==> src/design/task_dependency_scheduler_defines.svh <==
// Assertion macros for the task dependency scheduler
`ifndef TASK_DEPENDENCY_SCHEDULER_DEFINES_SVH
`define TASK_DEPENDENCY_SCHEDULER_DEFINES_SVH
`ifndef SYNTHESIS
`define TDS_ASSERT_IMPL(label, ante, cons) \
  label: assert property (@(posedge clk) disable iff (!rst_n) (ante) |-> (cons)) \
    else $error("scheduler check failed");
`define TDS_ASSERT_NEXT(label, ante, cons) \
  label: assert property (@(posedge clk) disable iff (!rst_n) (ante) |=> (cons)) \
    else $error("scheduler check failed");
`else
`define TDS_ASSERT_IMPL(label, ante, cons)
`define TDS_ASSERT_NEXT(label, ante, cons)
`endif
`endif

==> src/design/tds_pkg.sv <==
// Shared types and codes for the task dependency scheduler
`timescale 1ns / 1ps
package tds_pkg;
  localparam int ID_W    = 5;
  localparam int OP_W    = 3;
  localparam int KIND_W  = 3;
  localparam int DEG_W   = 9;
  localparam logic [DEG_W-1:0] DEGREE_MAX = 9'd511;

  localparam logic [OP_W-1:0] OP_INSERT   = 3'd0;
  localparam logic [OP_W-1:0] OP_EDGE     = 3'd1;
  localparam logic [OP_W-1:0] OP_DISPATCH = 3'd2;
  localparam logic [OP_W-1:0] OP_COMPLETE = 3'd3;
  localparam logic [OP_W-1:0] OP_ABORT    = 3'd4;

  localparam logic [KIND_W-1:0] EV_POOL   = 3'd0;
  localparam logic [KIND_W-1:0] EV_HOST   = 3'd1;
  localparam logic [KIND_W-1:0] EV_ABORT  = 3'd2;
  localparam logic [KIND_W-1:0] EV_DONE   = 3'd3;
  localparam logic [KIND_W-1:0] EV_EMPTY  = 3'd4;
  localparam logic [KIND_W-1:0] EV_REJECT = 3'd5;
  localparam logic [KIND_W-1:0] EV_ACK    = 3'd6;

  typedef struct packed {
    logic [OP_W-1:0] opcode;
    logic [ID_W-1:0] node_id;
    logic [ID_W-1:0] target_id;
    logic            has_host;
  } in_item_t;

  typedef struct packed {
    logic [KIND_W-1:0] event_kind;
    logic [ID_W-1:0]   node_id_out;
    logic              last;
  } out_item_t;

  // sequencer to result buffer
  typedef struct packed {
    logic              push;
    logic              flush;
    logic [KIND_W-1:0] kind;
    logic [ID_W-1:0]   id;
  } emit_req_t;
endpackage

==> src/design/tds_ram.sv <==
// Generic single-write, single-read RAM with registered read data
`timescale 1ns / 1ps
module tds_ram #(
  parameter int WIDTH = 8,
  parameter int DEPTH = 32
) (
  input  logic                     clk,
  input  logic                     we,
  input  logic [$clog2(DEPTH)-1:0] waddr,
  input  logic [WIDTH-1:0]         wdata,
  input  logic                     re,
  input  logic [$clog2(DEPTH)-1:0] raddr,
  output logic [WIDTH-1:0]         rdata
);
  logic [WIDTH-1:0] mem [DEPTH];

  always_ff @(posedge clk) begin
    if (we) begin
      mem[waddr] <= wdata;
    end
    if (re) begin
      rdata <= mem[raddr];
    end
  end
endmodule

==> src/design/tds_emit.sv <==
// Result buffer: one held result plus the output register, sets last on flush
`timescale 1ns / 1ps
module tds_emit import tds_pkg::*; (
  input  logic      clk,
  input  logic      rst_n,
  input  emit_req_t req,
  output logic      rdy,
  output logic      out_valid,
  input  logic      out_ready,
  output out_item_t out_data
);
  logic              held_v_r, held_v_nxt;
  logic [KIND_W-1:0] held_kind_r, held_kind_nxt;
  logic [ID_W-1:0]   held_id_r, held_id_nxt;
  logic              out_valid_r, out_valid_nxt;
  out_item_t         out_data_r, out_data_nxt;
  logic              can_push, push_out;

  assign can_push = !out_valid_r || out_ready;
  assign rdy      = req.flush ? can_push : (!held_v_r || can_push);
  assign push_out = held_v_r && can_push && (req.push || req.flush);

  always_comb begin
    held_v_nxt    = held_v_r;
    held_kind_nxt = held_kind_r;
    held_id_nxt   = held_id_r;
    out_data_nxt  = out_data_r;
    out_valid_nxt = out_valid_r && !out_ready;
    if (push_out) begin
      out_valid_nxt            = 1'b1;
      out_data_nxt.event_kind  = held_kind_r;
      out_data_nxt.node_id_out = held_id_r;
      out_data_nxt.last        = req.flush;
    end
    if (req.push && rdy) begin
      held_v_nxt    = 1'b1;
      held_kind_nxt = req.kind;
      held_id_nxt   = req.id;
    end else if (req.flush && can_push) begin
      held_v_nxt = 1'b0;
    end
  end

  always_ff @(posedge clk) begin
    if (!rst_n) begin
      held_v_r    <= 1'b0;
      out_valid_r <= 1'b0;
    end else begin
      held_v_r    <= held_v_nxt;
      out_valid_r <= out_valid_nxt;
    end
    held_kind_r <= held_kind_nxt;
    held_id_r   <= held_id_nxt;
    out_data_r  <= out_data_nxt;
  end

  assign out_valid = out_valid_r;
  assign out_data  = out_data_r;
endmodule

==> src/design/tds_ctrl.sv <==
// Sequencer with node, pending and successor stores
`timescale 1ns / 1ps
module tds_ctrl import tds_pkg::*; #(
  parameter int MAX_NODES      = 32,
  parameter int MAX_SUCCESSORS = 8
) (
  input  logic      clk,
  input  logic      rst_n,
  input  logic      in_valid,
  output logic      in_ready,
  input  in_item_t  in_data,
  output emit_req_t em,
  input  logic      em_rdy
);
  localparam int NW = $clog2(MAX_NODES);
  localparam int CW = $clog2(MAX_NODES + 1);
  localparam int SW = $clog2(MAX_SUCCESSORS + 1);
  localparam int LD = MAX_NODES * MAX_SUCCESSORS;
  localparam int LW = $clog2(LD);
  localparam int XW = ID_W + CW;

  typedef struct packed {
    logic             host;
    logic [DEG_W-1:0] indeg;
    logic [SW-1:0]    succ;
  } node_t;

  typedef enum logic [10:0] {
    S_IDLE    = 11'b00000000001,
    S_EDGE_A  = 11'b00000000010,
    S_EDGE_B  = 11'b00000000100,
    S_EDGE_W2 = 11'b00000001000,
    S_DISP_WR = 11'b00000010000,
    S_DISP_END= 11'b00000100000,
    S_REL_CNT = 11'b00001000000,
    S_REL_RDP = 11'b00010000000,
    S_REL_UPD = 11'b00100000000,
    S_REL_END = 11'b01000000000,
    S_FIN     = 11'b10000000000
  } state_t;

  state_t          state_r, state_nxt;
  logic [CW-1:0]   node_count_r, node_count_nxt;
  logic [CW-1:0]   completed_r, completed_nxt;
  logic            running_r, running_nxt;
  in_item_t        req_r, req_nxt;
  logic [NW-1:0]   idx_r, idx_nxt;
  logic [SW-1:0]   k_r, k_nxt;
  logic [SW-1:0]   cnt_r, cnt_nxt;
  logic [NW-1:0]   t_r, t_nxt;
  logic            any_r, any_nxt;
  node_t           ea_r, ea_nxt;

  logic            node_we, node_re;
  logic [NW-1:0]   node_waddr, node_raddr;
  node_t           node_wdata, node_rdata;
  logic            pend_we, pend_re;
  logic [NW-1:0]   pend_waddr, pend_raddr;
  logic [DEG_W-1:0] pend_wdata, pend_rdata;
  logic            sl_we, sl_re;
  logic [LW-1:0]   sl_waddr, sl_raddr;
  logic [NW-1:0]   sl_wdata, sl_rdata;

  logic [NW-1:0]   a_n, b_n;
  logic [LW-1:0]   sl_base;
  logic [CW-1:0]   comp;

  tds_ram #(.WIDTH($bits(node_t)), .DEPTH(MAX_NODES)) u_node (
    .clk, .we(node_we), .waddr(node_waddr), .wdata(node_wdata),
    .re(node_re), .raddr(node_raddr), .rdata(node_rdata));

  tds_ram #(.WIDTH(DEG_W), .DEPTH(MAX_NODES)) u_pend (
    .clk, .we(pend_we), .waddr(pend_waddr), .wdata(pend_wdata),
    .re(pend_re), .raddr(pend_raddr), .rdata(pend_rdata));

  tds_ram #(.WIDTH(NW), .DEPTH(LD)) u_succ (
    .clk, .we(sl_we), .waddr(sl_waddr), .wdata(sl_wdata),
    .re(sl_re), .raddr(sl_raddr), .rdata(sl_rdata));

  assign in_ready = (state_r == S_IDLE);
  assign a_n      = NW'(req_r.node_id);
  assign b_n      = NW'(req_r.target_id);
  assign sl_base  = LW'(a_n) * LW'(MAX_SUCCESSORS);
  assign comp     = completed_r + CW'(1);

  always_comb begin
    state_nxt      = state_r;
    node_count_nxt = node_count_r;
    completed_nxt  = completed_r;
    running_nxt    = running_r;
    req_nxt        = req_r;
    idx_nxt        = idx_r;
    k_nxt          = k_r;
    cnt_nxt        = cnt_r;
    t_nxt          = t_r;
    any_nxt        = any_r;
    ea_nxt         = ea_r;
    node_we = 1'b0; node_waddr = '0; node_wdata = '0; node_re = 1'b0; node_raddr = '0;
    pend_we = 1'b0; pend_waddr = '0; pend_wdata = '0; pend_re = 1'b0; pend_raddr = '0;
    sl_we   = 1'b0; sl_waddr   = '0; sl_wdata   = '0; sl_re   = 1'b0; sl_raddr   = '0;
    em = '0;

    unique case (state_r)
      S_IDLE: begin
        if (in_valid) begin
          req_nxt   = in_data;
          any_nxt   = 1'b0;
          k_nxt     = '0;
          idx_nxt   = '0;
          state_nxt = S_FIN;
          em.push   = 1'b1;
          em.kind   = EV_REJECT;
          unique case (in_data.opcode)
            OP_INSERT: begin
              if (!running_r && node_count_r < CW'(MAX_NODES)) begin
                node_we        = 1'b1;
                node_waddr     = NW'(node_count_r);
                node_wdata     = '{host: in_data.has_host, indeg: '0, succ: '0};
                em.kind        = EV_ACK;
                em.id          = ID_W'(node_count_r);
                node_count_nxt = node_count_r + CW'(1);
              end
            end
            OP_EDGE: begin
              if (!running_r && XW'(in_data.node_id) < XW'(node_count_r) &&
                  XW'(in_data.target_id) < XW'(node_count_r)) begin
                em.push    = 1'b0;
                node_re    = 1'b1;
                node_raddr = NW'(in_data.node_id);
                state_nxt  = S_EDGE_A;
              end
            end
            OP_DISPATCH: begin
              if (!running_r) begin
                if (node_count_r == '0) begin
                  em.kind = EV_EMPTY;
                end else begin
                  em.push    = 1'b0;
                  node_re    = 1'b1;
                  node_raddr = '0;
                  state_nxt  = S_DISP_WR;
                end
              end
            end
            OP_COMPLETE, OP_ABORT: begin
              if (running_r && XW'(in_data.node_id) < XW'(node_count_r)) begin
                em.push    = 1'b0;
                node_re    = 1'b1;
                node_raddr = NW'(in_data.node_id);
                state_nxt  = S_REL_CNT;
              end
            end
            default: ;
          endcase
        end
      end

      S_EDGE_A: begin
        ea_nxt     = node_rdata;
        node_re    = 1'b1;
        node_raddr = b_n;
        state_nxt  = S_EDGE_B;
      end

      S_EDGE_B: begin
        em.push   = 1'b1;
        state_nxt = S_FIN;
        if (ea_r.succ >= SW'(MAX_SUCCESSORS) || node_rdata.indeg >= DEGREE_MAX) begin
          em.kind = EV_REJECT;
        end else begin
          sl_we      = 1'b1;
          sl_waddr   = sl_base + LW'(ea_r.succ);
          sl_wdata   = b_n;
          node_we    = 1'b1;
          node_waddr = a_n;
          node_wdata = ea_r;
          node_wdata.succ = ea_r.succ + SW'(1);
          if (a_n == b_n) begin
            // self edge: one entry carries both updates
            node_wdata.indeg = ea_r.indeg + DEG_W'(1);
            em.kind = EV_ACK;
            em.id   = req_r.node_id;
          end else begin
            em.push   = 1'b0;
            state_nxt = S_EDGE_W2;
          end
        end
      end

      S_EDGE_W2: begin
        node_we    = 1'b1;
        node_waddr = b_n;
        node_wdata = node_rdata;
        node_wdata.indeg = node_rdata.indeg + DEG_W'(1);
        em.push    = 1'b1;
        em.kind    = EV_ACK;
        em.id      = req_r.node_id;
        state_nxt  = S_FIN;
      end

      S_DISP_WR: begin
        pend_we    = 1'b1;
        pend_waddr = idx_r;
        pend_wdata = node_rdata.indeg;
        if (node_rdata.indeg == '0) begin
          em.push = 1'b1;
          em.kind = node_rdata.host ? EV_HOST : EV_POOL;
          em.id   = ID_W'(idx_r);
        end
        if (!em.push || em_rdy) begin
          if (em.push) begin
            any_nxt = 1'b1;
          end
          if (CW'(idx_r) + CW'(1) == node_count_r) begin
            state_nxt = S_DISP_END;
          end else begin
            idx_nxt    = idx_r + NW'(1);
            node_re    = 1'b1;
            node_raddr = idx_r + NW'(1);
          end
        end
      end

      S_DISP_END: begin
        state_nxt = S_FIN;
        if (!any_r) begin
          em.push = 1'b1;
          em.kind = EV_EMPTY;
        end else begin
          running_nxt   = 1'b1;
          completed_nxt = '0;
        end
      end

      S_REL_CNT: begin
        cnt_nxt = (node_rdata.succ > SW'(MAX_SUCCESSORS)) ? SW'(MAX_SUCCESSORS)
                                                           : node_rdata.succ;
        if (node_rdata.succ == '0) begin
          state_nxt = S_REL_END;
        end else begin
          sl_re     = 1'b1;
          sl_raddr  = sl_base;
          state_nxt = S_REL_RDP;
        end
      end

      S_REL_RDP: begin
        t_nxt      = sl_rdata;
        pend_re    = 1'b1;
        pend_raddr = sl_rdata;
        node_re    = 1'b1;
        node_raddr = sl_rdata;
        state_nxt  = S_REL_UPD;
      end

      S_REL_UPD: begin
        if (pend_rdata != '0) begin
          pend_we    = 1'b1;
          pend_waddr = t_r;
          pend_wdata = pend_rdata - DEG_W'(1);
          if (pend_rdata == DEG_W'(1)) begin
            em.push = 1'b1;
            em.kind = (req_r.opcode == OP_ABORT) ? EV_ABORT :
                      (node_rdata.host ? EV_HOST : EV_POOL);
            em.id   = ID_W'(t_r);
          end
        end
        // a stalled cycle repeats the same write, which is harmless
        if (!em.push || em_rdy) begin
          if (em.push) begin
            any_nxt = 1'b1;
          end
          if (k_r + SW'(1) == cnt_r) begin
            state_nxt = S_REL_END;
          end else begin
            k_nxt     = k_r + SW'(1);
            sl_re     = 1'b1;
            sl_raddr  = sl_base + LW'(k_r + SW'(1));
            state_nxt = S_REL_RDP;
          end
        end
      end

      S_REL_END: begin
        if (comp >= node_count_r) begin
          em.push = 1'b1;
          em.kind = EV_DONE;
        end else if (!any_r) begin
          em.push = 1'b1;
          em.kind = EV_ACK;
          em.id   = req_r.node_id;
        end
        if (!em.push || em_rdy) begin
          state_nxt = S_FIN;
          if (comp >= node_count_r) begin
            completed_nxt = '0;
            running_nxt   = 1'b0;
          end else begin
            completed_nxt = comp;
          end
        end
      end

      S_FIN: begin
        em.flush = 1'b1;
        if (em_rdy) begin
          state_nxt = S_IDLE;
        end
      end

      default: state_nxt = S_IDLE;
    endcase
  end

  always_ff @(posedge clk) begin
    if (!rst_n) begin
      state_r      <= S_IDLE;
      node_count_r <= '0;
      completed_r  <= '0;
      running_r    <= 1'b0;
      any_r        <= 1'b0;
    end else begin
      state_r      <= state_nxt;
      node_count_r <= node_count_nxt;
      completed_r  <= completed_nxt;
      running_r    <= running_nxt;
      any_r        <= any_nxt;
    end
    req_r <= req_nxt;
    idx_r <= idx_nxt;
    k_r   <= k_nxt;
    cnt_r <= cnt_nxt;
    t_r   <= t_nxt;
    ea_r  <= ea_nxt;
  end
endmodule

==> src/design/task_dependency_scheduler.sv <==
// Top level of the task dependency scheduler
// Dependency-counting scheduler for a task graph. One request is taken at a
// time; in_ready is high only while the sequencer is idle. Each request is
// walked by one sequencer over the single read and write port of each store:
// an edge reads and updates both end nodes, dispatch visits every node, and a
// completion or abort visits each successor of the finished node.
// Results pass through a one-entry hold stage and an output register, so
// output back-pressure adds cycles but the next request may be taken while
// the last result still waits. Stores come up undefined; no clearing pass.
`timescale 1ns / 1ps
`include "task_dependency_scheduler_defines.svh"
module task_dependency_scheduler import tds_pkg::*; #(
  parameter int MAX_NODES      = 32,
  parameter int MAX_SUCCESSORS = 8
) (
  input  logic      clk,
  input  logic      rst_n,
  input  logic      in_valid,
  output logic      in_ready,
  input  in_item_t  in_data,
  output logic      out_valid,
  input  logic      out_ready,
  output out_item_t out_data
);
  emit_req_t em;
  logic      em_rdy;

  tds_ctrl #(.MAX_NODES(MAX_NODES), .MAX_SUCCESSORS(MAX_SUCCESSORS)) u_ctrl (
    .clk, .rst_n, .in_valid, .in_ready, .in_data, .em, .em_rdy);

  tds_emit u_emit (
    .clk, .rst_n, .req(em), .rdy(em_rdy), .out_valid, .out_ready, .out_data);

  `TDS_ASSERT_NEXT(a_busy_after_req, in_valid && in_ready, !in_ready)
  `TDS_ASSERT_IMPL(a_done_is_last, out_valid && out_data.event_kind == EV_DONE, out_data.last)
  `TDS_ASSERT_IMPL(a_empty_is_last, out_valid && out_data.event_kind == EV_EMPTY, out_data.last)
endmodule
==> config.mk <==
export PLATFORM = sky130hd
export DESIGN_NAME = task_dependency_scheduler
export DESIGN_NICKNAME = d
export VERILOG_FILES = /design/src/design/tds_pkg.sv /design/src/design/tds_ram.sv /design/src/design/tds_emit.sv /design/src/design/tds_ctrl.sv /design/src/design/task_dependency_scheduler.sv
export VERILOG_INCLUDE_DIRS = /design/src /design/src/design
export SDC_FILE = /design/constraint.sdc
export NUM_CORES = 2
export LEC_CHECK = 0
export ABC_AREA = 1
export BUFFER_PORTS_ARGS = -buffer_cell sky130_fd_sc_hd__buf_2
export CAP_MARGIN = 20
export CORE_MARGIN = 5
export CORE_UTILIZATION = 55
export CTS_CLUSTER_DIAMETER = 150
export DETAILED_ROUTE_END_ITERATION = 8
export MAX_ROUTING_LAYER = met4
export PLACE_DENSITY = 0.73
export RECOVER_POWER = 25
export SETUP_SLACK_MARGIN = 0.05
export SLEW_MARGIN = 20
export SYNTH_ARGS = -nofsm -noshare
export SYNTH_HDL_FRONTEND = slang
export SYNTH_HIERARCHICAL = 1
export SYNTH_SLANG_ARGS = --single-unit
==> constraint.sdc <==
create_clock -name clk -period 8.5 [get_ports clk]
set_input_delay 0.85 -clock clk [delete_from_list [all_inputs] [get_ports clk]]
set_output_delay 0.85 -clock clk [all_outputs]
set_load 0.005 [all_outputs]
==> flow_metrics.tcl <==
set metrics [dict create \
    worstReg2RegEnd "u_ctrl/u_succ/mem[47][2]" \
    design_area_um2 97600 \
    dpl_cell_area_um2 91500 \
    vias_per_cell 5.94 \
    drt_wl_total_um 225000 \
    synth_area_um2 89900 \
    synth_cells 7970 \
    fin_crit_ps 6780 \
    worstHoldPathType "in2reg" \
    worst-setup-path-type "reg2reg" \
    relSlewSlack -0.404 \
    yosysTopAreaCell "edfxtp_1" \
    placed_cells 9800 \
    critical_path_required_ps 8930 \
    numCtsBuffers 206 \
    synth_edf_count 2106 \
    first_pass_iters 7 \
    clock_sinks 2133 \
    dieArea_um2 172000 \
    routedWlPerCell_um 22.1 \
    cts_buffer_depth 3 \
    portBuffers 28 \
    area_growth_pct 8.58 \
    critPathLaunchType "register" \
    gp_congestion 0.957 \
    yosysSeqAreaShare 0.709 \
    hold_start "in_data[5]" \
    synth-main-ff-cell "edfxtp_1" \
    cts_resized 0 \
    synth_top_area_share 0.703 \
    status "finished, violations left" \
    clock_latency_ps 840 \
    synth-seq-cells 2133 \
    slew_viol_final 745 \
    rr_startpoint "u_ctrl/u_node/rdata[5]" \
    root_buffer "clkbuf_16" \
    failed_checks "max-capacitance violations, max-slew violations" \
    globalRouteTotalUtil 0.264 \
    row_count 148 \
    grt_max_degree 211 \
    start_util 0.553 \
    post_cts_buffers 0 \
    holdBufCountCts 0 \
    n_fill_cell 12764 \
    clk_pin_slew_ps 60 \
    cp_max_fo 175 \
    yosysWarnings 6 \
    finalSetupViolations 0 \
    postSynthAreaPerCell_um2 11.3 \
    synth.top_cells.by_count "nand2_1, edfxtp_1, nand3_1" \
    grt_pass1_wl_um 343000 \
    min_to "u_ctrl/b_n[4]" \
    period_share 0.797 \
    drc_errors 0 \
    cap_violations 22 \
    arrival_ps 7200 \
    grt_overflow_total 0 \
    dieWidth_um 414 \
    power.density_nw_per_um2 229 \
    synth_most_common_cell "nand2_1" \
    skew_ps 30.3 \
    rsz0062_at_grt "no" \
    drive_gt1_frac 0.0610 \
    die_h_um 414 \
    power.total_mw 22.3 \
    vias 60510 \
    core_um2 163000 \
    syn-num-nets 8018 \
    critPathCaptureType "register" \
    h-tree-depth 4 \
    tightest_slew_ps 2100 \
    nNetsFinal 7882 \
    rr_worst_depth 14 \
    hold_depth 1 \
    rrSetupSlack_ps 1720 \
    finalHoldViolCount 0 \
    hpwl_um 127000 \
    fin_cells 10189 \
    ioPinCount 29 \
    antenna_found_initial 3 \
    async_reset_ff_frac 0 \
    cts_tree "yes" \
    critPathLaunch "u_ctrl/u_node/rdata[5]" \
    peakVddDrop_v 0.000206 \
    ant_nets 0 \
    synth_cell_types 63 \
    max_freq_mhz 148 \
    drt_iter0_drc 7925 \
    synthTopCellsByArea "edfxtp_1, nand2_1, nand3_1, nor2_1, buf_2" \
    grt_pass1_vias 58053 \
    leakagePower_nw 33.5 \
]
[cells in the final DEF, fill, tap and decap left out, types with 14 or more instances in the layout]
| master | Yosys | final |
|---|---|---|
| nor3_1 | 12 | 14 |
| a21oi_1 | 30 | 29 |
| nand2_1 | 2595 | 2597 |
| bufinv_16 | 0 | 17 |
| clkinv_1 | 4 | 54 |
| buf_4 | 55 | 71 |
| inv_2 | 22 | 14 |
| inv_1 | 159 | 161 |
| edfxtp_1 | 2106 | 2106 |
| clkbuf_1 | 92 | 75 |
| dfxtp_1 | 27 | 27 |
| nor2_2 | 14 | 23 |
| xor2_1 | 15 | 15 |
| nor2_1 | 443 | 438 |
| o21ai_0 | 22 | 26 |
| nand3_1 | 1879 | 1882 |
| ha_1 | 30 | 30 |
| clkinv_2 | 1 | 55 |
| clkbuf_16 | 0 | 210 |
[per-layer routing]
metal / vias up / track usage / wire length, µm / part of all wire
met3: 482 / 0.0469 / 23900 / 0.11
li1: 27555 / - / - / -
met4: 0 / 0.0912 / 7940 / 0.035
met5: - / - / 0 / 0
met2: 3410 / 0.406 / 105000 / 0.47
met1: 29063 / 0.360 / 88500 / 0.39
[cells by family (layout without fill, tap and decap cells)]
logic type | Yosys count | count (layout) | synth area share
and+or+nand+nor | 5006 | 5006 | 0.240
DFF | 2133 | 2133 | 0.709
buffers and inverters | 667 | 710 | 0.0365
AOI/OAI and AO/OA | 109 | 109 | 0.00736
adders and majority gates | 30 | 30 | 0.00418
xor gates and xnor gates | 25 | 25 | 0.00252
other | 0 | 1 | 0
[registers in the layout, summed over array words and instances (netlist names), 9 cells and up]
| name | count |
|---|---|
| u_ctrl/u_succ/mem | 1280 |
| u_ctrl/state_r | 11 |
| u_ctrl/u_node/mem | 448 |
| u_ctrl/ea_r | 14 |
| u_ctrl/u_node/rdata | 14 |
| u_emit/out_data | 9 |
| u_ctrl/u_pend/mem | 288 |
| u_ctrl/u_pend/rdata | 9 |
[area by class of cell]
type	count	area, µm²	area share
multi-input cells	5170	22800	0.234
inverters	190	762	0.00781
well taps	2175	2720	0.0279
clock buffers	248	5400	0.0553
flip-flops and latches	2133	63800	0.653
diodes	1	2.50	0.0000256
repair buffers	133	956	0.00979
clock inverters	139	1180	0.0121
[critical path, cell delays in order, from the launching register on]
cell	delay [ps]
edfxtp_1	500
ha_1	260
nand3_1	120
nor2_1	70
nand3_1	100
nor2_1	60
ha_1	180
nor2_1	80
nand2_1	80
nor2_2	100
clkbuf_1	1250
inv_1	890
nor2_4	250
clkbuf_2	1330
buf_12	450
[metrics by stage]
step,utilization,TNS [ps],hold slack (ps),worst slack (ps)
2_1_floorplan,-,-418950,400,-410
6_report,0.600,0,209,1720
3_3_place_gp,0.562,0,402,3190
3_5_place_dp,0.562,0,406,3130
4_1_cts,0.603,0,151,3080
5_1_grt,0.600,0,168,1590
[worst max path at each step]
stage	endpoint	slack [ps]	depth (start not counted)
final	u_ctrl/u_succ/mem[47][2]	1720	14
after global routing	u_ctrl/u_succ/mem[161][2]	1590	16
after CTS	u_ctrl/u_succ/rdata[1]	3080	24
after detailed placement	u_ctrl/u_succ/rdata[1]	3130	24
after global placement	u_ctrl/u_succ/rdata[1]	3190	24
after floorplan	u_ctrl/u_succ/mem[0][0]	-410	12
[power by group]
group	internal (mW)	switching (mW)	leakage [nW]
sequential	11.6	0.108	16.5
clock	5.04	3.84	3.26
combinational	0.466	1.28	13.8
Power figures use the tool's default switching activity.
